==> src/hw/rtl/iapr_pkg.sv <==
// Shared types and constants for the inverse affine pixel remap block.
`default_nettype none

package iapr_pkg;

	// Field widths of the stream items.
	localparam int COL_W       = 13;
	localparam int ROW_W       = 12;
	localparam int DIM_W       = 14;
	localparam int OUT_IDX_W   = 27;
	localparam int SRC_IDX_W   = 28;
	localparam int CHAN_W      = 2;
	localparam int COEF_W      = 32;
	localparam int S_TDATA_W   = 32;
	localparam int M_TDATA_W   = 56;

	// Configuration register indexes.
	localparam logic [2:0] REG_X_OFFSET     = 3'd0;
	localparam logic [2:0] REG_X_PER_COLUMN = 3'd1;
	localparam logic [2:0] REG_X_PER_ROW    = 3'd2;
	localparam logic [2:0] REG_Y_OFFSET     = 3'd3;
	localparam logic [2:0] REG_Y_PER_COLUMN = 3'd4;
	localparam logic [2:0] REG_Y_PER_ROW    = 3'd5;
	localparam logic [2:0] REG_SRC_WIDTH    = 3'd6;
	localparam logic [2:0] REG_SRC_HEIGHT   = 3'd7;

	// Transform coefficients and clamped source size.
	typedef struct packed {
		logic signed [COEF_W-1:0] x_off;
		logic signed [COEF_W-1:0] x_col;
		logic signed [COEF_W-1:0] x_row;
		logic signed [COEF_W-1:0] y_off;
		logic signed [COEF_W-1:0] y_col;
		logic signed [COEF_W-1:0] y_row;
		logic [DIM_W-1:0]         width;
		logic [DIM_W-1:0]         height;
	} iapr_coef_t;

	// One pixel leaving the address pipeline, before channel expansion.
	typedef struct packed {
		logic [OUT_IDX_W-1:0] out_lin;
		logic [SRC_IDX_W-1:0] src_lin;
		logic                 inb;
	} iapr_pix_t;

endpackage

`default_nettype wire

==> src/hw/rtl/iapr_expand.sv <==
// Channel expander: turns one pixel into one result transaction per channel.
`default_nettype none

module iapr_expand #(
	parameter int CHANNELS = 3
) (
	input  wire logic                              clk,
	input  wire logic                              arst_n,
	input  wire logic                              pix_valid,
	input  wire iapr_pkg::iapr_pix_t               pix,
	output logic                                   pix_ready,
	output logic                                   res_valid,
	input  wire logic                              res_ready,
	output logic [iapr_pkg::OUT_IDX_W-1:0]         out_index,
	output logic [iapr_pkg::SRC_IDX_W-1:0]         src_index,
	output logic                                   in_bounds,
	output logic [iapr_pkg::CHAN_W-1:0]            channel,
	output logic                                   last
);
	import iapr_pkg::*;

	localparam logic [CHAN_W-1:0] LAST_CH = CHAN_W'(CHANNELS - 1);

	logic                 vld_q;
	logic [CHAN_W-1:0]    ch_q;
	logic [OUT_IDX_W-1:0] out_idx_q;
	logic [SRC_IDX_W-1:0] src_idx_q;
	logic                 inb_q;
	logic                 last_ch;

	assign last_ch   = (ch_q == LAST_CH);
	assign pix_ready = !vld_q || (res_ready && last_ch);

	// Control: hold a pixel until its final channel has been taken.
	always_ff @(posedge clk or negedge arst_n) begin
		if (!arst_n) begin
			vld_q <= 1'b0;
			ch_q  <= '0;
		end else if (pix_ready) begin
			vld_q <= pix_valid;
			ch_q  <= '0;
		end else if (res_ready) begin
			ch_q  <= ch_q + 1'b1;
		end
	end

	// Indexes start at the channel-zero sample and step by one per channel; an out-of-bounds source index stays zero.
	always_ff @(posedge clk) begin
		if (pix_ready) begin
			out_idx_q <= OUT_IDX_W'(OUT_IDX_W'(CHANNELS) * pix.out_lin);
			src_idx_q <= pix.inb ? SRC_IDX_W'(SRC_IDX_W'(CHANNELS) * pix.src_lin) : '0;
			inb_q     <= pix.inb;
		end else if (res_ready) begin
			out_idx_q <= out_idx_q + 1'b1;
			if (inb_q) begin
				src_idx_q <= src_idx_q + 1'b1;
			end
		end
	end

	assign res_valid = vld_q;
	assign out_index = out_idx_q;
	assign src_index = src_idx_q;
	assign in_bounds = inb_q;
	assign channel   = ch_q;
	assign last      = last_ch;

endmodule

`default_nettype wire

==> config.mk <==
export PLATFORM = sky130hd
export DESIGN_NAME = iapr_expand
export DESIGN_NICKNAME = d
export VERILOG_FILES = /design/src/hw/rtl/iapr_pkg.sv /design/src/hw/rtl/iapr_expand.sv
export SDC_FILE = /design/constraint.sdc
export NUM_CORES = 1
export LEC_CHECK = 0
export BUFFER_PORTS_ARGS = -buffer_cell sky130_fd_sc_hd__buf_2
export CORE_MARGIN = 1
export CORE_UTILIZATION = 30
export CTS_BUF_LIST = sky130_fd_sc_hd__clkbuf_16
export DETAILED_ROUTE_END_ITERATION = 8
export GPL_TIMING_DRIVEN = 1
export PLACE_DENSITY_LB_ADDON = 0.3
export SYNTH_ARGS = -nofsm -noshare
export SYNTH_HDL_FRONTEND = slang
export SYNTH_SLANG_ARGS = --single-unit
==> constraint.sdc <==
create_clock -name clk -period 5.6 [get_ports clk]
set_clock_uncertainty 0.1 [all_clocks]
set_input_delay 0.28 -clock clk [delete_from_list [all_inputs] [get_ports clk]]
set_output_delay 0.28 -clock clk [all_outputs]
set_load 0.01 [all_outputs]
## Word-level counts from Yosys, hierarchy flattened

Index checks and enable logic that the tools add are counted.

- Reduce and logical (&&, ||, !) cells: 6
- Divide/modulo/power cells: 0
- Multiplexer cells: 8
- Order comparisons: 0
- Multipliers: 2
- Add/sub/neg operators: 3
- Bitwise operators: 0
- Equality and inequality tests: 1
- Shift operators: 0

Operator list:

| kind | number |
|---|---|
| 28-bit two-way mux | 4 |
| 27-bit two-way mux | 2 |
| 28-bit by 1-bit adder with 28-bit output, second input constant | 1 |
| 2-bit by 28-bit multiplier with 28-bit output, first input constant | 1 |
| 27-bit by 1-bit adder with 27-bit output, second input constant | 1 |
| 2-bit by 27-bit multiplier with 27-bit output, first input constant | 1 |
| 2-bit two-way mux | 2 |
| 2-bit nonzero test | 2 |
| 2-bit by 1-bit adder with 2-bit output, second input constant | 1 |
| 2-bit equality test, second input constant | 1 |
| 2-bit AND reduction | 1 |
| 1-bit logical AND | 1 |
| 1-bit zero test | 1 |
| 1-bit logical OR | 1 |

- Flip-flop bits (word level): 59
- Word-level logic and storage cells: 25
- RAM bits: 0
- Memories: 0
- Input port bits: 60
- Output and inout port bits: 61
- Memory bits (read-only): 0
- Latch bits: 0

## Logic depth before layout (Yosys ltp)

Gate-level depths: netlist of the first run.

- Depth after elaboration: 5
- Mapped depth: 11
- Depth with buffers taken out: 9

## Worst setup path before layout of the first run

No wires, ideal clock.

- Path type: input to register
- Start point: input pix[1] (netlist name)
- End point: register src_idx_q[25] (netlist: src_index[25]) (data pin)
- Data arrival time: 2.067 ns
- Cell stages on the path: 9
- Data required time: 5.229 ns
- Path slack: 3.161 ns
- Buffers on the path: 0
- Path through: ha_1 > fa_1 > a211oi_1 > o21ai_1 > nand3_2 > a311oi_2 > o311ai_2 > xor2_1 > o22ai_1

- Word-level cells in the longest chain between the ends: 3

RTL lines:

| element | RTL line | RTL |
|---|---|---|
| start: declaration | iapr_expand.sv:10 | `input wire iapr_pkg::iapr_pix_t pix,` |
| 2-bit by 28-bit multiplier with 28-bit output | iapr_expand.sv:51 | `src_idx_q <= pix.inb ? SRC_IDX_W'(SRC_IDX_W'(CHANNELS) * pix.src_lin) : '0;` |
| 28-bit two-way mux | iapr_expand.sv:51 |  |
| 28-bit two-way mux | iapr_expand.sv:49 | `if (pix_ready) begin` |
| end signal: assignment | iapr_expand.sv:51 |  |
| end signal: assignment | iapr_expand.sv:56 | `src_idx_q <= src_idx_q + 1'b1;` |
| end: declaration | iapr_expand.sv:27 | `logic [SRC_IDX_W-1:0] src_idx_q;` |

Every way passes these cells.
A chain may end at the register's enable or synchronous reset.

## Worst setup path after layout of the first run

- Start point: register ch_q[0] (netlist: channel[0])
- End point: register src_idx_q[26] (netlist: src_index[26]) (data pin)

- Word-level cells in the longest chain between the ends: 4

RTL lines:

| element | RTL line | RTL |
|---|---|---|
| start: declaration | iapr_expand.sv:25 | `logic [CHAN_W-1:0] ch_q;` |
| start signal: assignment | iapr_expand.sv:43 | `ch_q <= ch_q + 1'b1;` |
| 2-bit equality test | iapr_expand.sv:31 | `assign last_ch = (ch_q == LAST_CH);` |
| 1-bit logical AND | iapr_expand.sv:32 | `assign pix_ready = !vld_q \|\| (res_ready && last_ch);` |
| 1-bit logical OR | iapr_expand.sv:32 |  |
| 28-bit two-way mux | iapr_expand.sv:49 |  |

Every way passes these cells.

==> impl_metrics.csv, run 1 <==
group,metric,value,unit
detailed_routing,via_count,5651,
yosys,synth_xor_xnor_area_share,12.7,%
power,cellPowerDensity,387,nW/µm²
critical_path,path_cells,"inv_1 -> ha_1 -> nand2_1 -> and2_1 -> buf_4 -> clkinv_1 -> buf_4 -> nand2_1 -> o32ai_1 -> or3_1",
detailed_routing,wl_met1,7.82,mm
floorplan,core_area,20200,µm²
cells_and_area,diodes,0,
yosys,async_flop_share,5.08,%
grt,grt_pass1_wl,26.2,mm
detailed_routing,wl_met2,7.54,mm
yosys,synth_fa_ha_area_share,11.6,%
cells_and_area,syn_to_final_growth,18.9,%
clock_tree,cts_tree,"yes",
place,gp_congestion,0.914,
critical_path,start_kind,"flop",
yosys,synth_top_family_by_area,"compound AO/OA/AOI/OAI gates",
yosys,ys.flop_type,"edfxtp_1",
yosys,ys_ff_latch,59,
grt,grt_max_degree,57,
place,placed_cell_area,7030,µm²
detailed_routing,drtIter0Drc,338,
timing,hold_viol_final,0,
yosys,yosys_warnings,0,
clock_tree,cts.path.max_buffers,2,
cells_and_area,layoutNonFillerInstCount,1104,
place,io_buffer_count,120,
timing,fin_crit,3220,ps
power,total_power,2.85,mW
detailed_routing,postRouteAntennaNets,0,
critical_path,worstPathMaxFanout,56,
grt,grt_usage,15.1,%
detailed_routing,top_layer,"met4",
floorplan,die_w,146,µm
yosys,muxShareOfSynthArea,0.485,%
timing,worstMarginPinSlew,696,ps
floorplan,die_h,146,µm
timing,timing.final.crit_share,57.5,%
cells_and_area,nets,945,
yosys,synth_compound_area_share,23.7,%
run,drv_cap,0,
critical_path,critPathKind,"reg2reg",
yosys,ys_seq_area_share,28.4,%
critical_path,cpPeakStageDelay,610,ps
clock_tree,root_buffer,"clkbuf_16",
cells_and_area,stdcell_area,7360,µm²
clock_tree,clock_latency,320,ps
critical_path,cp-end-kind,"flop",
clock_tree,cts_setup_buffers,0,
yosys,synth_simple_gate_area_share,20.0,%
floorplan,fp-row-count,52,
power,leakage,3.03,nW
power,ir_drop,0.132,mV
place,placed_cells,1087,
worst_hold_path,hold_path.class,"in2reg",
yosys,syn_avg_cell_area,8.56,µm²
yosys,synth_edf_count,56,
floorplan,io_pins,121,
outcome,status,"complete, no violations",
yosys,syn_inst,723,
floorplan,initial_core_util,30.6,%
timing,grt_setup_unrepaired,"no",
grt,grt_pass1_vias,5229,
timing,fmax,311,MHz
detailed_routing,routed_wl,16.1,mm
detailed_routing,viasPerCell,5.12,
clock_tree,cts_sinks,59,
clock_tree,path_clk_slew,50,ps
yosys,syn_nets,839,
timing,slew_viol_final,0,
cells_and_area,final_core_util,36.4,%
timing,setup_viol,0,
clock_tree,cts_resized,0,
cells_and_area,drive_above_1_share,19.9,%
clock_tree,cts_max_level,3,
critical_path,cp.required,5560,ps
timing,slew_headroom,53.5,%
floorplan,die_area,21200,µm²
detailed_routing,wl_per_cell,14.6,µm
detailed_routing,first_pass_iters,7,
grt,antenna_found_initial,0,
critical_path,worst_ep_arrival_time,3180,ps
clock_tree,cts_made_buffers,9,
critical_path,cp_slowest_cell,"nand2_1",
place,dpl.hpwl,12.7,mm
yosys,synth_area,6190,µm²
detailed_routing,dr_wl_met3,619,µm
grt,overflow,0,
timing,setup_tns,0,ps
detailed_routing,drc,0,
yosys,yosysUniqueCellTypes,72,
path summary, 6_finish.rpt:
check | from | to | slack [ps] | depth (start not counted)
worst min register to register | res_valid | channel[0] | 490 | 1
worst max register to register | channel[0] | src_index[26] | 2380 | 10
worst min-delay path | pix_valid | res_valid | 50 | 2
min in group asynchronous | arst_n | channel[0] | 200 | 2
worst max-delay path | channel[0] | src_index[26] | 2380 | 10
max in group asynchronous | arst_n | res_valid | 5090 | 2
placed cells by master, fill, tap and decap left out, drive strengths merged, types with 4 or more instances in the layout:
master / n
o22ai: 13
nand3: 42
ha: 54
a21boi: 4
a31oi: 5
clkinv: 4
o21a: 7
a31o: 4
nand2b: 4
a211oi: 8
nand2: 68
o211ai: 7
xnor2: 42
and4: 6
a21o: 29
nor2: 58
nor3: 16
o32ai: 4
o21bai: 9
edfxtp: 56
and3: 10
inv: 17
a41oi: 5
o21ai: 43
buf: 124
clkbuf: 9
xor2: 48
o31ai: 6
and2: 7
nand4: 27
a21oi: 54
power by group:
part           leakage, nW  internal (mW)  switching (mW)
Clock                0.149          0.387           0.196
Combinational         2.29          0.526           0.713
Sequential           0.582          0.781           0.243
timing repair:
item / CTS / global route
hold endpoints to repair: 3 / 0
endpoints found under the setup margin: 0 / 0
hold buffers: 1 / 0
kinds of logic after synthesis:
kind of cell / count (synthesis)
mux: 3
xor+xnor: 90
compound gates: 215
flops: 59
simple gates: 252
buf+inv: 48
fa+ha+maj: 56
Yosys cell counts, drive strengths merged (2+ instances only):
cell type / instances / area share [%]
nor4: 3 / 0.30
a311oi: 2 / 0.38
mux2i: 3 / 0.49
or3: 3 / 0.30
edfxtp: 56 / 27
buf: 12 / 0.97
o21ai: 43 / 3.5
nor2: 58 / 3.5
nand3: 42 / 3.5
and3: 10 / 1.0
o32ai: 4 / 0.57
nor3b: 2 / 0.24
o211ai: 7 / 1.0
a31o: 4 / 0.57
o31ai: 6 / 0.97
a2111oi: 3 / 0.63
dfrtp: 3 / 1.2
and4: 6 / 0.85
nand4: 27 / 2.8
and2: 7 / 0.71
a31oi: 5 / 0.51
a21o: 29 / 3.6
nand2b: 4 / 0.40
a221oi: 2 / 0.38
fa: 2 / 0.65
o311ai: 3 / 0.55
xor2: 48 / 6.8
o21a: 7 / 0.85
a21boi: 4 / 0.49
clkbuf: 18 / 1.1
o22ai: 13 / 1.3
nor3: 16 / 1.5
a211oi: 8 / 1.1
ha: 54 / 11
a41oi: 5 / 0.71
xnor2: 42 / 5.9
nand2: 68 / 4.1
nor2b: 3 / 0.30
a21oi: 54 / 4.4
inv: 17 / 1.0
o21bai: 9 / 1.2
o221ai: 2 / 0.28
final cells by class:
class	instances	area, µm²
Sequential cell	59	1760
Clock buffer	9	225
Clock inverter	7	92.6
Multi-Input combinational cell	616	4240
Timing Repair Buffer	125	641
Fill cell	2133	12900
Inverter	18	67.6
Tap cell	270	338
critical path, delay by kind of cell (launching register included):
family / cells / cell delay (ps)
AO/OA/AOI/OAI: 1 / 160
adder cells (fa/ha/maj): 1 / 240
buffers and inverters: 4 / 890
AND/OR/NAND/NOR: 4 / 1170
flip-flops: 1 / 350
per-stage QoR:
stage | setup slack [ps] | hold WS (ps)
6_report | 2380 | 50.9
5_1_grt | 2040 | 45.4
4_1_cts | 2340 | 30.2
3_5_place_dp | 2360 | -17.9
3_3_place_gp | 2420 | -18.3
2_1_floorplan | 3160 | -116
sequential cells by signal, indices dropped and copies added (netlist names):
name / cells
res_valid: 1
out_index: 27
in_bounds: 1
channel: 2
src_index: 28
per-layer routing:
layer | track usage [%] | vias to the layer above
met2 | 25.4 | 119
met1 | 20.4 | 2587
met4 | 4.05 | 0
li1 | - | 2937
met3 | 1.94 | 8
met5 | 0 | -
No activity file was read; power rests on OpenSTA's default activity.
==> run 2, diff against run 1 <==
Settings changed: ABC_AREA set to 1.
Clock period 5.6 ns to 2.8 ns, I/O delays scaled along.
==> run 2 against run 1 <==
Compared with the run above: die area grew 23%; total power grew 110%; largest power group unchanged; design area grew 22%; global-route usage grew 3.2 points; combinational power grew 120%.
==> impl_metrics.csv, run 2 <==
group,metric,value,unit
critical_path,r2r_end,"out_index[7]",
floorplan,core_area,24600,µm²
detailed_routing,via_count,8108,
power,cellPowerDensity,658,nW/µm²
power,leakage,4.70,nW
grt,overflow,0,
cells_and_area,diodes,0,
clock_tree,root_buffer,"clkbuf_16",
critical_path,worstPathMaxFanout,43,
cells_and_area,layoutNonFillerInstCount,1718,
cells_and_area,nets,1505,
timing,setup_tns,0,ps
clock_tree,cts_made_buffers,9,
timing,hold_ws,30.5,ps
worst_hold_path,hold_path.class,"in2reg",
critical_path,cp-end-kind,"flop",
outcome,status,"complete, no violations",
run,drv_cap,0,
yosys,ys_ff_latch,59,
place,placed_cell_area,8580,µm²
yosys,synth.most_common_cell,"nand2_1",
critical_path,critPathKind,"reg2reg",
critical_path,crit_end,"out_index[7]",
cells_and_area,drive_above_1_share,12.7,%
cells_and_area,final_core_util,36.4,%
detailed_routing,drtIter0Drc,517,
critical_path,worstReg2RegStart,"channel[0]",
critical_path,reg2reg_depth,9,
place,placed_cells,1699,
clock_tree,cts.path.max_buffers,2,
yosys,synth_area,7610,µm²
yosys,synth_edf_count,56,
floorplan,die_h,161,µm
timing,fin_crit,2060,ps
clock_tree,clock_latency,340,ps
cells_and_area,largest_reg_flops,28,
floorplan,fp-row-count,57,
grt,grt_pass1_vias,7421,
critical_path,worst-r2r-setup-slack,740,ps
grt,grt_pass1_wl,37.9,mm
yosys,ys.flop_type,"edfxtp_1",
floorplan,io_pins,121,
cells_and_area,stdcell_area,8950,µm²
detailed_routing,drc,0,
yosys,syn_inst,1261,
clock_tree,cts_sinks,59,
timing,setup_viol,0,
cells_and_area,final_cell_mix,"nand2_1 (466), inv_1 (213), buf_2 (120)",
grt,grt_usage,18.4,%
critical_path,critPathLaunch,"channel[0]",
grt,grt_max_degree,44,
grt,antenna_found_initial,0,
timing,timing.final.crit_share,73.6,%
critical_path,worst_ep_arrival_time,2140,ps
clock_tree,cts_resized,0,
detailed_routing,first_pass_iters,7,
cells_and_area,layout_commonest_cell,"nand2_1",
yosys,synth_top_area_share,23.0,%
floorplan,die_area,26000,µm²
yosys,ys_top_cells_by_count,"nand2_1 (466), inv_1 (211), nor2_1 (114), nand3_1 (96), edfxtp_1 (56)",
yosys,synth_area_leader_cell,"nand2_1",
timing,grt_setup_unrepaired,"no",
detailed_routing,routed_wl,23.4,mm
cells_and_area,syn_to_final_growth,17.6,%
detailed_routing,viasPerCell,4.72,
timing,slew_viol_final,0,
place,dpl.hpwl,19.7,mm
critical_path,cp.required,2880,ps
critical_path,start_kind,"flop",
yosys,ys_seq_area_share,23.1,%
floorplan,initial_core_util,30.9,%
detailed_routing,wl_per_cell,13.6,µm
timing,worstMarginPinSlew,427,ps
clock_tree,path_clk_slew,50,ps
clock_tree,cts_max_level,3,
detailed_routing,postRouteAntennaNets,0,
yosys,async_flop_share,5.08,%
place,gp_congestion,0.901,
place,io_buffer_count,120,
yosys,synth_area_leaders,"nand2_1 (23%), edfxtp_1 (22%), inv_1 (10%)",
cells_and_area,nFillCells,2745,
timing,hold_viol_final,0,
yosys,syn_nets,1377,
clock_tree,cts_tree,"yes",
power,ir_drop,0.319,mV
timing,fmax,485,MHz
timing,slew_headroom,71.3,%
yosys,syn_avg_cell_area,6.04,µm²
yosys,yosys_warnings,0,
floorplan,die_w,161,µm
yosys,yosysUniqueCellTypes,49,
[run 2: cell types whose count changed in the layout (fill, tap and decap cells not counted), moves of 27 or more]
cell,before,now
xor2_1,48,18
inv_1,17,213
nand2_1,68,466
xnor2_1,42,15
nor2_1,58,114
nand3_1,41,96
[run 2: what timing repair did]
action                                 CTS  global route
endpoints found under the hold margin    5             0
buffers inserted                         0             0
hold buffers                             3             0
[run 2: how the worst min path moves through the flow]
stage / startpoint / end / slack (ps) / depth (start not counted)
after detailed placement: arst_n / res_valid / -150 / 1
after global routing: res_ready / channel[0] / 40 / 3
after CTS: pix[1] / src_index[0] / 20 / 3
after global placement: arst_n / res_valid / -150 / 1
final: res_ready / channel[1] / 30 / 3
after floorplan: arst_n / channel[0] / -260 / 0
[run 2: worst max-delay path, stage by stage (launching register included)]
cell and delay [ps]:
dfrtp_1 400, inv_1 70, ha_1 160, inv_1 80, o21ai_4 310, buf_4 260
inv_6 150, a21oi_1 140, o21ai_0 120, o21ai_0 100
[run 2: stage by stage]
step                total power [mW]  setup WS [ps]
floorplan                       3.63            339
global placement                4.60            655
detailed placement              4.63            668
CTS                             5.94            718
global route                    6.35            523
finish                          5.89            740
[run 2: logic make-up (layout without fill, tap and decap cells)]
family	after synthesis	after routing	synth area share, %
and+or+nand+nor	760	760	43.1
xor gates and xnor gates	33	33	3.80
buffers and inverters	231	364	11.8
adders and majority gates	56	56	9.40
DFF	59	59	23.1
AOI/OAI and AO/OA	122	122	8.78
[run 2: layout make-up]
class	instances	area [µm²]	area share, %
Multi-Input combinational cell	971	4960	55.4
Tap cell	324	405	4.53
Inverter	221	835	9.33
Timing Repair Buffer	127	661	7.38
Clock inverter	7	109	1.22
Clock buffer	9	225	2.52
Sequential cell	59	1760	19.6
[run 2: power breakdown]
part	switching [mW]	internal, mW
clock	0.413	0.859
sequential	0.470	1.48
combinational	1.70	0.966
[run 2: metal layers]
layer	part of all wire, %	track usage, %
met1	49	25.5
met2	45	29.6
met3	4.8	2.21
met4	1.8	5.49
met5	0	0
