`config.mk`:
```
export PLATFORM = sky130hd
export DESIGN_NAME = iapr_cfg
export DESIGN_NICKNAME = d
export VERILOG_FILES = /design/src/hw/rtl/iapr_pkg.sv /design/src/hw/rtl/iapr_cfg.sv
export SDC_FILE = /design/constraint.sdc
export NUM_CORES = 1
export LEC_CHECK = 0
export ABC_CLOCK_PERIOD_IN_PS = 1600
export BUFFER_PORTS_ARGS = -buffer_cell sky130_fd_sc_hd__buf_2
export CAP_MARGIN = 20
export CORE_UTILIZATION = 32
export DETAILED_ROUTE_END_ITERATION = 7
export GPL_TIMING_DRIVEN = 0
export HOLD_SLACK_MARGIN = 0.1
export PLACE_DENSITY_LB_ADDON = 0.05
export SLEW_MARGIN = 20
export SYNTH_ARGS = -nofsm -noshare
export SYNTH_HDL_FRONTEND = slang
export SYNTH_SLANG_ARGS = --single-unit
```
`constraint.sdc`:
```
create_clock -name clk -period 1.6 [get_ports clk]
set_input_delay 0.08 -clock clk [delete_from_list [all_inputs] [get_ports clk]]
set_output_delay 0.08 -clock clk [all_outputs]
set_load 0.03 [all_outputs]
```
`src/hw/rtl/iapr_pkg.sv`:
```
// Shared types and constants for the inverse affine pixel remap block.
`default_nettype none

package iapr_pkg;

	// Field widths of the stream items.
	localparam int COL_W       = 13;
	localparam int ROW_W       = 12;
	localparam int DIM_W       = 14;
	localparam int OUT_IDX_W   = 27;
	localparam int SRC_IDX_W   = 28;
	localparam int CHAN_W      = 2;
	localparam int COEF_W      = 32;
	localparam int S_TDATA_W   = 32;
	localparam int M_TDATA_W   = 56;

	// Configuration register indexes.
	localparam logic [2:0] REG_X_OFFSET     = 3'd0;
	localparam logic [2:0] REG_X_PER_COLUMN = 3'd1;
	localparam logic [2:0] REG_X_PER_ROW    = 3'd2;
	localparam logic [2:0] REG_Y_OFFSET     = 3'd3;
	localparam logic [2:0] REG_Y_PER_COLUMN = 3'd4;
	localparam logic [2:0] REG_Y_PER_ROW    = 3'd5;
	localparam logic [2:0] REG_SRC_WIDTH    = 3'd6;
	localparam logic [2:0] REG_SRC_HEIGHT   = 3'd7;

	// Transform coefficients and clamped source size.
	typedef struct packed {
		logic signed [COEF_W-1:0] x_off;
		logic signed [COEF_W-1:0] x_col;
		logic signed [COEF_W-1:0] x_row;
		logic signed [COEF_W-1:0] y_off;
		logic signed [COEF_W-1:0] y_col;
		logic signed [COEF_W-1:0] y_row;
		logic [DIM_W-1:0]         width;
		logic [DIM_W-1:0]         height;
	} iapr_coef_t;

	// One pixel leaving the address pipeline, before channel expansion.
	typedef struct packed {
		logic [OUT_IDX_W-1:0] out_lin;
		logic [SRC_IDX_W-1:0] src_lin;
		logic                 inb;
	} iapr_pix_t;

endpackage

`default_nettype wire

```
`src/hw/rtl/iapr_cfg.sv`:
```
// Configuration register file with source size saturation.
`default_nettype none

module iapr_cfg #(
	parameter int SRC_MAX_DIM = 8192
) (
	input  wire logic                      clk,
	input  wire logic                      arst_n,
	input  wire logic                      cfg_we,
	input  wire logic [2:0]                cfg_index,
	input  wire logic [31:0]               cfg_data,
	output iapr_pkg::iapr_coef_t           coef
);
	import iapr_pkg::*;

	localparam logic [31:0] MAX_DIM = 32'(SRC_MAX_DIM);

	logic signed [COEF_W-1:0] x_off_q, x_col_q, x_row_q;
	logic signed [COEF_W-1:0] y_off_q, y_col_q, y_row_q;
	logic [DIM_W-1:0]         width_q, height_q;

	// Register writes; every index of the port names a register.
	always_ff @(posedge clk or negedge arst_n) begin
		if (!arst_n) begin
			x_off_q  <= '0;
			x_col_q  <= 32'sd65536;
			x_row_q  <= '0;
			y_off_q  <= '0;
			y_col_q  <= '0;
			y_row_q  <= 32'sd65536;
			width_q  <= 14'd1024;
			height_q <= 14'd1024;
		end else if (cfg_we) begin
			unique case (cfg_index)
				REG_X_OFFSET:     x_off_q  <= $signed(cfg_data);
				REG_X_PER_COLUMN: x_col_q  <= $signed(cfg_data);
				REG_X_PER_ROW:    x_row_q  <= $signed(cfg_data);
				REG_Y_OFFSET:     y_off_q  <= $signed(cfg_data);
				REG_Y_PER_COLUMN: y_col_q  <= $signed(cfg_data);
				REG_Y_PER_ROW:    y_row_q  <= $signed(cfg_data);
				REG_SRC_WIDTH:    width_q  <= cfg_data[DIM_W-1:0];
				REG_SRC_HEIGHT:   height_q <= cfg_data[DIM_W-1:0];
			endcase
		end
	end

	// Saturate the source size to the largest supported dimension.
	always_comb begin
		coef.x_off  = x_off_q;
		coef.x_col  = x_col_q;
		coef.x_row  = x_row_q;
		coef.y_off  = y_off_q;
		coef.y_col  = y_col_q;
		coef.y_row  = y_row_q;
		coef.width  = ({18'b0, width_q} > MAX_DIM) ? MAX_DIM[DIM_W-1:0] : width_q;
		coef.height = ({18'b0, height_q} > MAX_DIM) ? MAX_DIM[DIM_W-1:0] : height_q;
	end

endmodule

`default_nettype wire

```
## After elaboration in Yosys (flattened, before gate mapping)

Index checks and enable logic that the tools add are counted.

- Eq/ne operators: 7
- Reduce and logical (&&, ||, !) cells: 9
- Bitwise logic cells: 0
- $add $sub $neg: 0
- Multiplexer cells: 2
- Multiply operators: 0
- Order comparisons: 2
- Shifts and indexed selects: 0
- Divide/modulo/power cells: 0

Operator list:

| cell | number |
|---|---|
| 14-bit greater-than comparator (second input constant) | 2 |
| 14-bit 2-to-1 mux | 2 |
| 2-bit AND reduction | 8 |
| 3-bit == test (second input constant) | 4 |
| 3-bit by 2-bit == test with 1-bit output (second input constant) | 2 |
| 3-bit by 1-bit == test with 1-bit output (second input constant) | 1 |
| 3-bit zero test | 1 |

- Output and inout bits: 220
- Flip-flop bits (word level): 220
- Bits in writable memories: 0
- Bits in latches: 0
- Memories: 0
- Bits of input ports: 38
- Logic and storage cells: 28
- Memory bits (read-only): 0

## Logic depth before layout (Yosys ltp)

Gate-level depths: netlist of run 1.

- Depth after elaboration: 2
- Gate-level depth with buffers: 5
- Depth with buffers taken out: 2

## Worst setup path after synthesis of run 1

OpenSTA, ideal clock, no wires.

- Kind: in2reg
- Start: input port cfg_index[1]
- End: register x_off_q[10]
- Data required time: 1475 ps
- Arrival time: 1153 ps
- Cell stages on the path: 4
- Path buffers: 2
- Slack: 323 ps
- Setup time: 125 ps
- Cell sequence: buf_4 > nor4b_4 > buf_6 > mux2_2

- Cells in the longest elaborated chain, start to end: 2

Ends and longest elaborated chain:

| element | line | text |
|---|---|---|
| start, declared | iapr_cfg.sv:10 | `input wire logic [2:0] cfg_index,` |
| 3-bit zero test | iapr_cfg.sv:34 | `unique case (cfg_index)` |
| 2-bit AND reduction (no line) | n/a |  |
| end signal, assigned | iapr_cfg.sv:35 | `REG_X_OFFSET: x_off_q <= $signed(cfg_data);` |
| end, declared | iapr_cfg.sv:18 | `logic signed [COEF_W-1:0] x_off_q, x_col_q, x_row_q;` |

Every way passes these cells.
A chain may end at the register's enable or synchronous reset.

==> impl_summary.txt, run 1 <==
----------------------------------------------------
[Cells and area]
  Number of non-filler instances in the completed layout ... 1179
  Number of nets in the layout ... about 870
  Fraction of final layout cells with drive strength greater than 1 ... 0.643
  Layout area overhead ... 35.3%
  Total inserted antenna cells ... 0
  Post-layout utilization of the core ... 0.440

[Route]
  Post-route ant nets ... 0
  Via count ... around 5.4k
  Wire length after detailed routing ... 22400 um
  1st-pass router iterations ... 3
  DRC violation count after routing ... 0
  Number of DRC violations after detailed-routing iteration 0 ... between 150 and 200
  Ratio of routed vias to standard cells ... between 4 and 5
  Avg WL per Cell ... 19.0 um

[Power]
  Leakage power ... 5.43 nW
  Maximum vdd ir drop ... between 0.8 and 0.9 mV
  Ratio of total power to cell area ... around 1600 mW/mm^2

[Worst setup path]
  Nature of the critical path startpoint ... register
  Crit-path max FO ... 10
  Critical Path RT ... ~1500 ps
  Signal arrival time at the worst endpoint ... 1450 ps
  Endpoint type of the worst setup path ... output pin
  Setup CP Type ... register to output pin

[Floorplan]
  Starting density of the core ... 0.326
  Standard cell core area ... 0.0261 mm^2
  Die span in y ... roughly 160 um
  Site row count ... between 50 and 60
  Die area ... about 0.027 mm^2
  Die width ... ~160 um
  Number of placed I/O pins ... 258

[Global route]
  Residual overflow from global routing ... 0
  Pin count of the biggest net entering global routing ... 105
  Vias in the first global route ... 5713
  Met1 track demand over resource in global routing ... 0.210
  Met2 global-route usage ... 0.276
  GR peak layer ... met2
  Overall fraction of global-route tracks in use ... 0.166
  Initial antenna violation count ... 1
  Wire length of the first global-routing pass ... about 34000 um
  Met3 track utilization from global routing ... 0.0512

[Synth]
  Synthesized net count ... ~540
  Seq cells post-synth ... 220
  Post-Syn Area ... around 0.0085 mm^2
  Avg Synthesized Cell Area ... around 17 um^2
  Fraction of synthesized cell area taken by the top area cell type ... 0.637
  Yosys top cell by area ... dfrtp_1
  Post-synth top flop ... dfrtp_1
  Number of enable-type register cells in the synthesized netlist ... 0
  Post-synthesis instance total ... 505
  Cell types with the largest area share after synthesis ... dfrtp_1 (64%), mux2_2 (27%), nor2b_1 (1.9%)
  Sequential area share after synthesis ... 0.650
  Commonest cells post-synth ... dfrtp_1 (216), mux2_2 (205), nor2b_1 (26)
  YS warnings ... 0
  Share of flip-flops with an asynchronous set or reset after synthesis ... 1.00
  Library cell with the highest instance count after synthesis ... dfrtp_1
  Cell variety after synth ... 16

[STA]
  Setup repair after global routing missed its margin ... false
  Post-Route Skew ... 0 ps
  Summed negative setup slack over all endpoints ... 0 ps
  Number of endpoints with negative hold slack in the final report ... 0
  Minimum setup slack in the final design ... approximately 74 ps
  Part of the cycle the worst path needs ... 0.953
  Worst hold slack ... 167 ps
  Max-slew headroom at the worst pin ... 0.535
  Clock period minus worst slack ... 1530 ps
  Worst-Margin Slew ... slightly below 700 ps
  FMAX ... 0.656 GHz
  Final Slew Violations ... 0
  Count of endpoints failing setup in the final report ... 0

[Clocking]
  Post-CTS clock slew at the launch and capture registers of the worst setup and hold paths ... approximately 60 ps
  Bufs on Longest Clock Path ... 3
  Number of clock sinks seen by CTS ... 220
  Number of H-tree branching levels ... 1
  Insertion delay to the later sink of the worst-skew pair ... approximately 520 ps
  TritonCTS Buffers ... 25
  Root buffer selected by CTS ... clkbuf_16
  Clock tree from TritonCTS ... yes

[Placement]
  HPWL after DPL ... 15500 um
  Routability cong. ... approximately 0.72
  Total placed cells including tap cells ... between 1k and 1.5k
  Setup Slack @ Placement ... just under 60 ps
  IO Port Bufs ... ~250

[Run]
  Max-cap violation count ... 0

[Outcome]
  Outcome ... complete, no violations

[Worst hold path]
  Path category of the worst min-delay check ... primary input to async pin

----------------------------------------------------
==> metrics by stage <==
stage / total power, mW / instance area [um^2]
2_1_floorplan: 11.3 / 8480
3_3_place_gp: 13.1 / 10200
3_5_place_dp: 13.3 / 10200
4_1_cts: 19.0 / 11500
5_1_grt: 19.7 / 11500
6_report: 18.7 / 11500
==> cells by family after synthesis <==
logic type / synth area share
buffers and inverters: 0.0279
DFF: 0.650
muxes: 0.293
and+or+nand+nor: 0.0296
==> power by group <==
| part | switching [mW] | internal [mW] | total [mW] |
|---|---|---|---|
| clock network | 2.17 | 3.30 | 5.47 |
| logic | 3.83 | 2.02 | 5.85 |
| registers | 0.598 | 6.81 | 7.41 |
| total | 6.60 | 12.1 | 18.7 |
==> critical path, stage by stage, from the launching register on <==
cell,delay [ps]
dfrtp_2,400
clkbuf_8,170
nor2b_1,170
buf_4,190
==> worst paths after layout <==
path / startpoint / slack [ps] / to / cells past startpoint
worst min-delay path: arst_n / 170 / x_col_q[1]$_DFFE_PN0P_ / 3
worst max-delay path: width_q[13]$_DFFE_PN0P_ / 70 / coef[22] / 3
max in group asynchronous: arst_n / 390 / y_col_q[2]$_DFFE_PN0P_ / 3
worst min register to register: x_off_q[6]$_DFFE_PN0P_ / 480 / x_off_q[6]$_DFFE_PN0P_ / 1
worst max register to register: height_q[13]$_DFFE_PN0P_ / 650 / height_q[13]$_DFFE_PN0P_ / 2
min in group clk: cfg_we / 170 / height_q[2]$_DFFE_PN0P_ / 3
==> registers in the layout, summed over array words and instances, names as in the netlist <==
register / cells
x_col_q: 32
x_off_q: 32
x_row_q: 32
y_col_q: 32
y_off_q: 32
y_row_q: 32
height_q: 14
width_q: 14
==> layout by cell type, fill, tap and decap left out, types with 2 or more instances in the layout <==
master and instances:
buf_2 254, dfrtp_1 214, mux2_2 205, dlygate4sd3_1 37, clkbuf_16 25, nor2b_1 22, buf_4 14, buf_6 13
mux2_1 13, clkbuf_1 9, clkbuf_8 8, nor2b_2 4, dfstp_2 4, nand4b_1 3, clkinv_2 3, nor4bb_1 2
mux2_4 2, dfrtp_2 2, buf_16 2
==> layout make-up <==
| cell class | instances | area, um^2 |
|---|---|---|
| clock buffer | 38 | 734 |
| fill | 2421 | 14600 |
| sequential | 220 | 5510 |
| timing repair buffer | 296 | 1750 |
| tap | 335 | 419 |
| buffer | 31 | 256 |
| clock inverter | 5 | 53.8 |
| multi-input combinational | 254 | 2750 |
==> repair_timing <==
action                     in CTS  in global routing
hold endpoints to repair      440                  0
buffers inserted                2                  2
resized for setup              20                  1
hold buffers                   37                  0
setup endpoints to repair      18                 26
pin swaps                       0                  1
==> per-layer routing <==
metal | part of all wire | vias to the layer above
li1 | - | 2431
met1 | 0.42 | 2747
met2 | 0.48 | 173
met3 | 0.078 | 29
met4 | 0.015 | 2
met5 | 0.00058 | -
(Power assumes the default switching activity.)
==> run 2: changes to the inputs <==
--- a/config.mk
+++ b/config.mk
@@ -6,7 +6,7 @@
 export NUM_CORES = 1
 export LEC_CHECK = 0
 export ABC_CLOCK_PERIOD_IN_PS = 1600
-export BUFFER_PORTS_ARGS = -buffer_cell sky130_fd_sc_hd__buf_2
+export BUFFER_PORTS_ARGS = -buffer_cell sky130_fd_sc_hd__buf_4
 export CAP_MARGIN = 20
 export CORE_UTILIZATION = 32
 export DETAILED_ROUTE_END_ITERATION = 7
==> run 2 against run 1 <==
Clock power is 3% higher. Cell count hardly changed. Via count hardly changed. Combinational power is 12% higher. Hold slack better by 13 ps. Non-clock buffer count stayed put. Fmax is 2.0% higher. Global-route usage is 0.28 points higher. First-iteration DRC count is 5.4% lower. Sequential power is 0.9% higher.
==> impl_summary.txt, run 2 (same netlist as run 1, synthesis figures left out) <==
----------------------------------------------------
[STA]
  Worst hold slack ... between 150 and 200 ps
  Post-Route Skew ... 0 ps
  Max-slew headroom at the worst pin ... 0.418
  FMAX ... 0.669 GHz
  Number of endpoints with negative hold slack in the final report ... 0
  Worst-Margin Slew ... between 800 and 900 ps
  Count of endpoints failing setup in the final report ... 0
  Part of the cycle the worst path needs ... 0.935
  Final Slew Violations ... 0
  Clock period minus worst slack ... between 1000 and 1500 ps
  Summed negative setup slack over all endpoints ... 0 ps
  Setup repair after global routing missed its margin ... false
  Minimum setup slack in the final design ... roughly 100 ps

[Clocking]
  Number of H-tree branching levels ... 1
  Clock tree from TritonCTS ... yes
  Root buffer selected by CTS ... clkbuf_16
  Insertion delay to the later sink of the worst-skew pair ... about 500 ps
  Post-CTS clock slew at the launch and capture registers of the worst setup and hold paths ... roughly 60 ps
  Number of clock sinks seen by CTS ... 220
  Bufs on Longest Clock Path ... 3
  TritonCTS Buffers ... 25

[Outcome]
  Outcome ... complete, no violations

[Cells and area]
  Number of nets in the layout ... slightly below 900
  Post-route cell area ... approximately 0.012 mm^2
  Leading cell types in the layout, fill and taps excluded ... buf_4 (258), dfrtp_1 (214), mux2_2 (205)
  Total inserted antenna cells ... 0
  Commonest non-fill, non-tap cell in the layout ... buf_4
  Layout area overhead ... 42.8%
  Post-layout utilization of the core ... 0.465
  Number of non-filler instances in the completed layout ... roughly 1.2k
  Fraction of final layout cells with drive strength greater than 1 ... 0.644

[Worst setup path]
  Critical Path RT ... about 1500 ps
  Setup CP Type ... register to output pin
  R2R cell count ... 2
  Nature of the critical path startpoint ... register
  Critical R2R Capture ... width_q[13]$_DFFE_PN0P_
  Startpoint of the most critical register-to-register path ... width_q[13]$_DFFE_PN0P_
  Signal arrival time at the worst endpoint ... around 1400 ps
  Endpoint type of the worst setup path ... output pin
  Crit-path max FO ... 10
  Slack of the worst reg-to-reg path ... 650 ps

[Floorplan]
  Die span in y ... 165 um
  Standard cell core area ... around 0.026 mm^2
  Die area ... approximately 0.027 mm^2
  Number of placed I/O pins ... 258
  Starting density of the core ... 0.326
  Site row count ... a little under 60
  Die width ... ~160 um

[Global route]
  Residual overflow from global routing ... 0
  Initial antenna violation count ... 1
  Pin count of the biggest net entering global routing ... roughly 110
  Wire length of the first global-routing pass ... around 35000 um
  Overall fraction of global-route tracks in use ... 0.169
  Vias in the first global route ... ~5.8k

[Placement]
  Total placed cells including tap cells ... approximately 1.1k
  HPWL after DPL ... 15700 um
  Routability cong. ... approximately 0.72
  Setup Slack @ Placement ... just over 60 ps
  DP Area ... 0.0109 mm^2
  IO Port Bufs ... 253

[Worst hold path]
  Start point of the worst hold path ... cfg_we
  End point of the worst hold path ... y_row_q[31]$_DFFE_PN0P_
  Path category of the worst min-delay check ... primary input to register
  Number of cells on the worst hold path ... 3

[Route]
  Ratio of routed vias to standard cells ... approximately 4.6
  Post-route ant nets ... 0
  Avg WL per Cell ... just under 20 um
  Number of DRC violations after detailed-routing iteration 0 ... 157
  DRC violation count after routing ... 0
  Via count ... roughly 5.4k
  1st-pass router iterations ... 4
  Wire length after detailed routing ... 22900 um

[Power]
  Ratio of total power to cell area ... between 1500 and 2000 mW/mm^2
  Maximum vdd ir drop ... 0.855 mV
  Post-layout power ... between 15 and 20 mW
  Leakage power ... 5.62 nW

[Run]
  Max-cap violation count ... 0

----------------------------------------------------
-- run 2: per-layer routing --
| layer | up-vias | track usage | routed length, um | part of all wire |
|---|---|---|---|---|
| li1 | 2423 | - | - | - |
| met1 | 2742 | 0.212 | 9510 | 0.42 |
| met2 | 178 | 0.283 | 11100 | 0.49 |
| met3 | 33 | 0.0485 | 1740 | 0.076 |
| met4 | 2 | 0.0459 | 479 | 0.021 |
| met5 | - | 0 | 10 | 0.00044 |
-- run 2: worst max path at each step --
stage,slack (ps),endpoint,startpoint,cells after the start
after floorplan,320,x_off_q[10]$_DFFE_PN0P_,cfg_index[1],4
after global placement,-1060,x_row_q[16]$_DFFE_PN0P_,arst_n,1
after detailed placement,60,x_off_q[14]$_DFFE_PN0P_,cfg_index[1],4
after CTS,10,coef[8],height_q[13]$_DFFE_PN0P_,3
after global routing,9,width_q[0]$_DFFE_PN0P_,arst_n,3
final,100,coef[11],height_q[13]$_DFFE_PN0P_,3
-- run 2: cell type report --
cell class	instances	area [um^2]
clock buffer	41	776
tap	335	419
buffer	31	256
sequential	220	5510
clock inverter	3	40.0
multi-input combinational	254	2750
fill	2395	13900
timing repair buffer	296	2360
-- run 2: report_power, final --
part	switching [mW]	internal, mW	leakage (nW)
logic	3.85	2.71	2.59
registers	0.668	6.82	2.63
clock network	2.18	3.44	0.403
total	6.70	13.0	5.62
-- run 2: critical path, stage by stage (launching register included) --
cell and delay [ps]:
dfrtp_2 400, clkbuf_8 170, nor2b_1 160, buf_4 190
-- run 2: timing repair --
action                     in CTS  in global routing
hold endpoints to repair      436                  0
hold buffers                   37                  0
pin swaps                       0                  1
setup buffers                   1                  3
setup endpoints to repair      18                  8
gates resized for setup        11                  1
gates cloned                    0                  0
==> run 3: changes to the inputs <==
--- a/config.mk
+++ b/config.mk
@@ -12,7 +12,7 @@
 export DETAILED_ROUTE_END_ITERATION = 7
 export GPL_TIMING_DRIVEN = 0
 export HOLD_SLACK_MARGIN = 0.1
-export PLACE_DENSITY_LB_ADDON = 0.05
+export PLACE_DENSITY = 0.51
 export SLEW_MARGIN = 20
 export SYNTH_ARGS = -nofsm -noshare
 export SYNTH_HDL_FRONTEND = slang
==> run 3 against run 2 <==
Global-route usage down 0.32 points. Clock skew unchanged. Sequential power about the same. Non-clock buffer count unchanged. Cell count grew 0.17%. Critical path depth stayed put. Via count about the same. Clock-buffer cell count unchanged. Critical endpoint is now coef[24].
==> impl_summary.txt, run 3 (same netlist as run 1, synthesis figures left out) <==
----------------------------------------------------
[Outcome]
  Outcome ... complete, no violations

[Cells and area]
  Post-layout utilization of the core ... 0.465
  Fill cell total of the finished layout ... 2358
  Fraction of final layout cells with drive strength greater than 1 ... 0.642
  Number of non-filler instances in the completed layout ... about 1.2k
  Number of nets in the layout ... roughly 870
  Layout area overhead ... 42.7%
  Commonest non-fill, non-tap cell in the layout ... buf_4
  Leading cell types in the layout, fill and taps excluded ... buf_4 (258), dfrtp_1 (214), mux2_2 (205)

[Worst setup path]
  Nature of the critical path startpoint ... register
  Critical Path RT ... approximately 1500 ps
  Setup CP Type ... register to output pin
  Worst-path cell with the longest stage delay ... dfrtp_2
  R2R cell count ... 2
  Delay of the slowest cell on the worst path ... around 420 ps
  Signal arrival time at the worst endpoint ... between 1000 and 1500 ps
  Endpoint type of the worst setup path ... output pin
  Sequence of cells on the critical path ... clkbuf_8 > nor2b_1 > buf_4
  Slack of the worst reg-to-reg path ... around 630 ps
  Startpoint of the most critical register-to-register path ... width_q[13]$_DFFE_PN0P_
  Crit-path max FO ... 10
  Critical R2R Capture ... width_q[13]$_DFFE_PN0P_

[Power]
  Leakage power ... 5.62 nW
  Maximum vdd ir drop ... 0.774 mV
  Ratio of total power to cell area ... around 1600 mW/mm^2

[Global route]
  Overall fraction of global-route tracks in use ... 0.166
  Vias in the first global route ... roughly 5.6k
  Initial antenna violation count ... 1
  Residual overflow from global routing ... 0
  Pin count of the biggest net entering global routing ... 103
  Wire length of the first global-routing pass ... roughly 34000 um

[Placement]
  HPWL after DPL ... about 16000 um
  IO Port Bufs ... approximately 250
  Total placed cells including tap cells ... ~1.1k
  Routability cong. ... roughly 0.72

[STA]
  Count of endpoints failing setup in the final report ... 0
  Summed negative setup slack over all endpoints ... 0 ps
  Clock period minus worst slack ... between 1500 and 2000 ps
  Max-slew headroom at the worst pin ... 0.698
  FMAX ... around 0.66 GHz
  Worst hold slack ... between 150 and 200 ps
  Part of the cycle the worst path needs ... 0.948
  Setup repair after global routing missed its margin ... false
  Number of endpoints with negative hold slack in the final report ... 0
  Post-Route Skew ... 0 ps
  Final Slew Violations ... 0
  Worst-Margin Slew ... 453 ps

[Clocking]
  Number of H-tree branching levels ... 1
  Number of clock sinks seen by CTS ... 220
  Clock tree from TritonCTS ... yes
  Post-CTS clock slew at the launch and capture registers of the worst setup and hold paths ... ~60 ps
  Root buffer selected by CTS ... clkbuf_16
  Bufs on Longest Clock Path ... 3
  Insertion delay to the later sink of the worst-skew pair ... between 500 and 600 ps
  TritonCTS Buffers ... 25

[Route]
  1st-pass router iterations ... 4
  Via count ... 5377
  Wire length after detailed routing ... about 23000 um
  DRC violation count after routing ... 0
  Post-route ant nets ... 0
  Avg WL per Cell ... 19.4 um
  Number of DRC violations after detailed-routing iteration 0 ... roughly 170
  Ratio of routed vias to standard cells ... around 4.5

[Run]
  Max-cap violation count ... 0

[Worst hold path]
  End point of the worst hold path ... x_off_q[31]$_DFFE_PN0P_
  Start point of the worst hold path ... cfg_index[1]
  Path category of the worst min-delay check ... primary input to register
  Number of cells on the worst hold path ... 4

[Floorplan]
  Number of placed I/O pins ... around 260
  Standard cell core area ... around 0.026 mm^2
  Starting density of the core ... 0.326
  Die width ... 165 um
  Die span in y ... roughly 160 um
  Site row count ... 59
  Die area ... roughly 0.027 mm^2

----------------------------------------------------
## run 3: critical path, delay by kind of cell (launching register included)
family,cells,cell delay (ps)
simple gates,1,150
buf+inv,2,350
flops,1,420
## run 3: layer usage
metal  wire length (um)  vias up  global-route usage
li1                   -     2430                   -
met1               9710     2738               0.213
met2              11000      179               0.270
met3               1880       30              0.0537
met4                357        0              0.0409
met5                  0        -                   0
## run 3: final cells by class
cell class	instances	area, um^2	area share
flip-flops and latches	220	5510	0.455
well taps	335	419	0.0346
multi-input cells	254	2750	0.227
repair buffers	296	2380	0.196
plain buffers	31	256	0.0212
diodes	1	2.50	0.000207
clock buffers	41	746	0.0616
clock inverters	4	45.0	0.00372
## run 3: what timing repair did
action | in CTS | in global routing
pin swaps | 0 | 1
hold buffers | 36 | 0
resized for setup | 11 | 1
endpoints found under the setup margin | 18 | 101
buffers inserted | 1 | 3
hold endpoints to repair | 438 | 0
gates cloned | 0 | 1
## run 3: stage by stage
stage	area, um^2	setup slack (ps)	power [mW]
2_1_floorplan	8480	323	11.3
3_3_place_gp	10800	-1040	14.0
3_5_place_dp	10900	40.3	14.1
4_1_cts	12100	0.912	19.8
5_1_grt	12100	12.1	20.5
6_report	12100	82.9	19.5
## run 3: worst max path at each step
stage | start | to | slack, ps | depth (start not counted)
CTS | width_q[13]$_DFFE_PN0P_ | coef[21] | 0.9 | 3
detailed placement | cfg_index[1] | x_off_q[20]$_DFFE_PN0P_ | 40 | 4
floorplan | cfg_index[1] | x_off_q[10]$_DFFE_PN0P_ | 320 | 4
finish | width_q[13]$_DFFE_PN0P_ | coef[24] | 80 | 3
global placement | arst_n | x_row_q[28]$_DFFE_PN0P_ | -1040 | 1
global route | width_q[13]$_DFFE_PN0P_ | coef[21] | 10 | 3
## run 3: power by group
group          switching (mW)  internal (mW)
Combinational            3.88           2.71
Sequential              0.661           6.82
Clock                    2.16           3.32
Total                    6.70           12.8
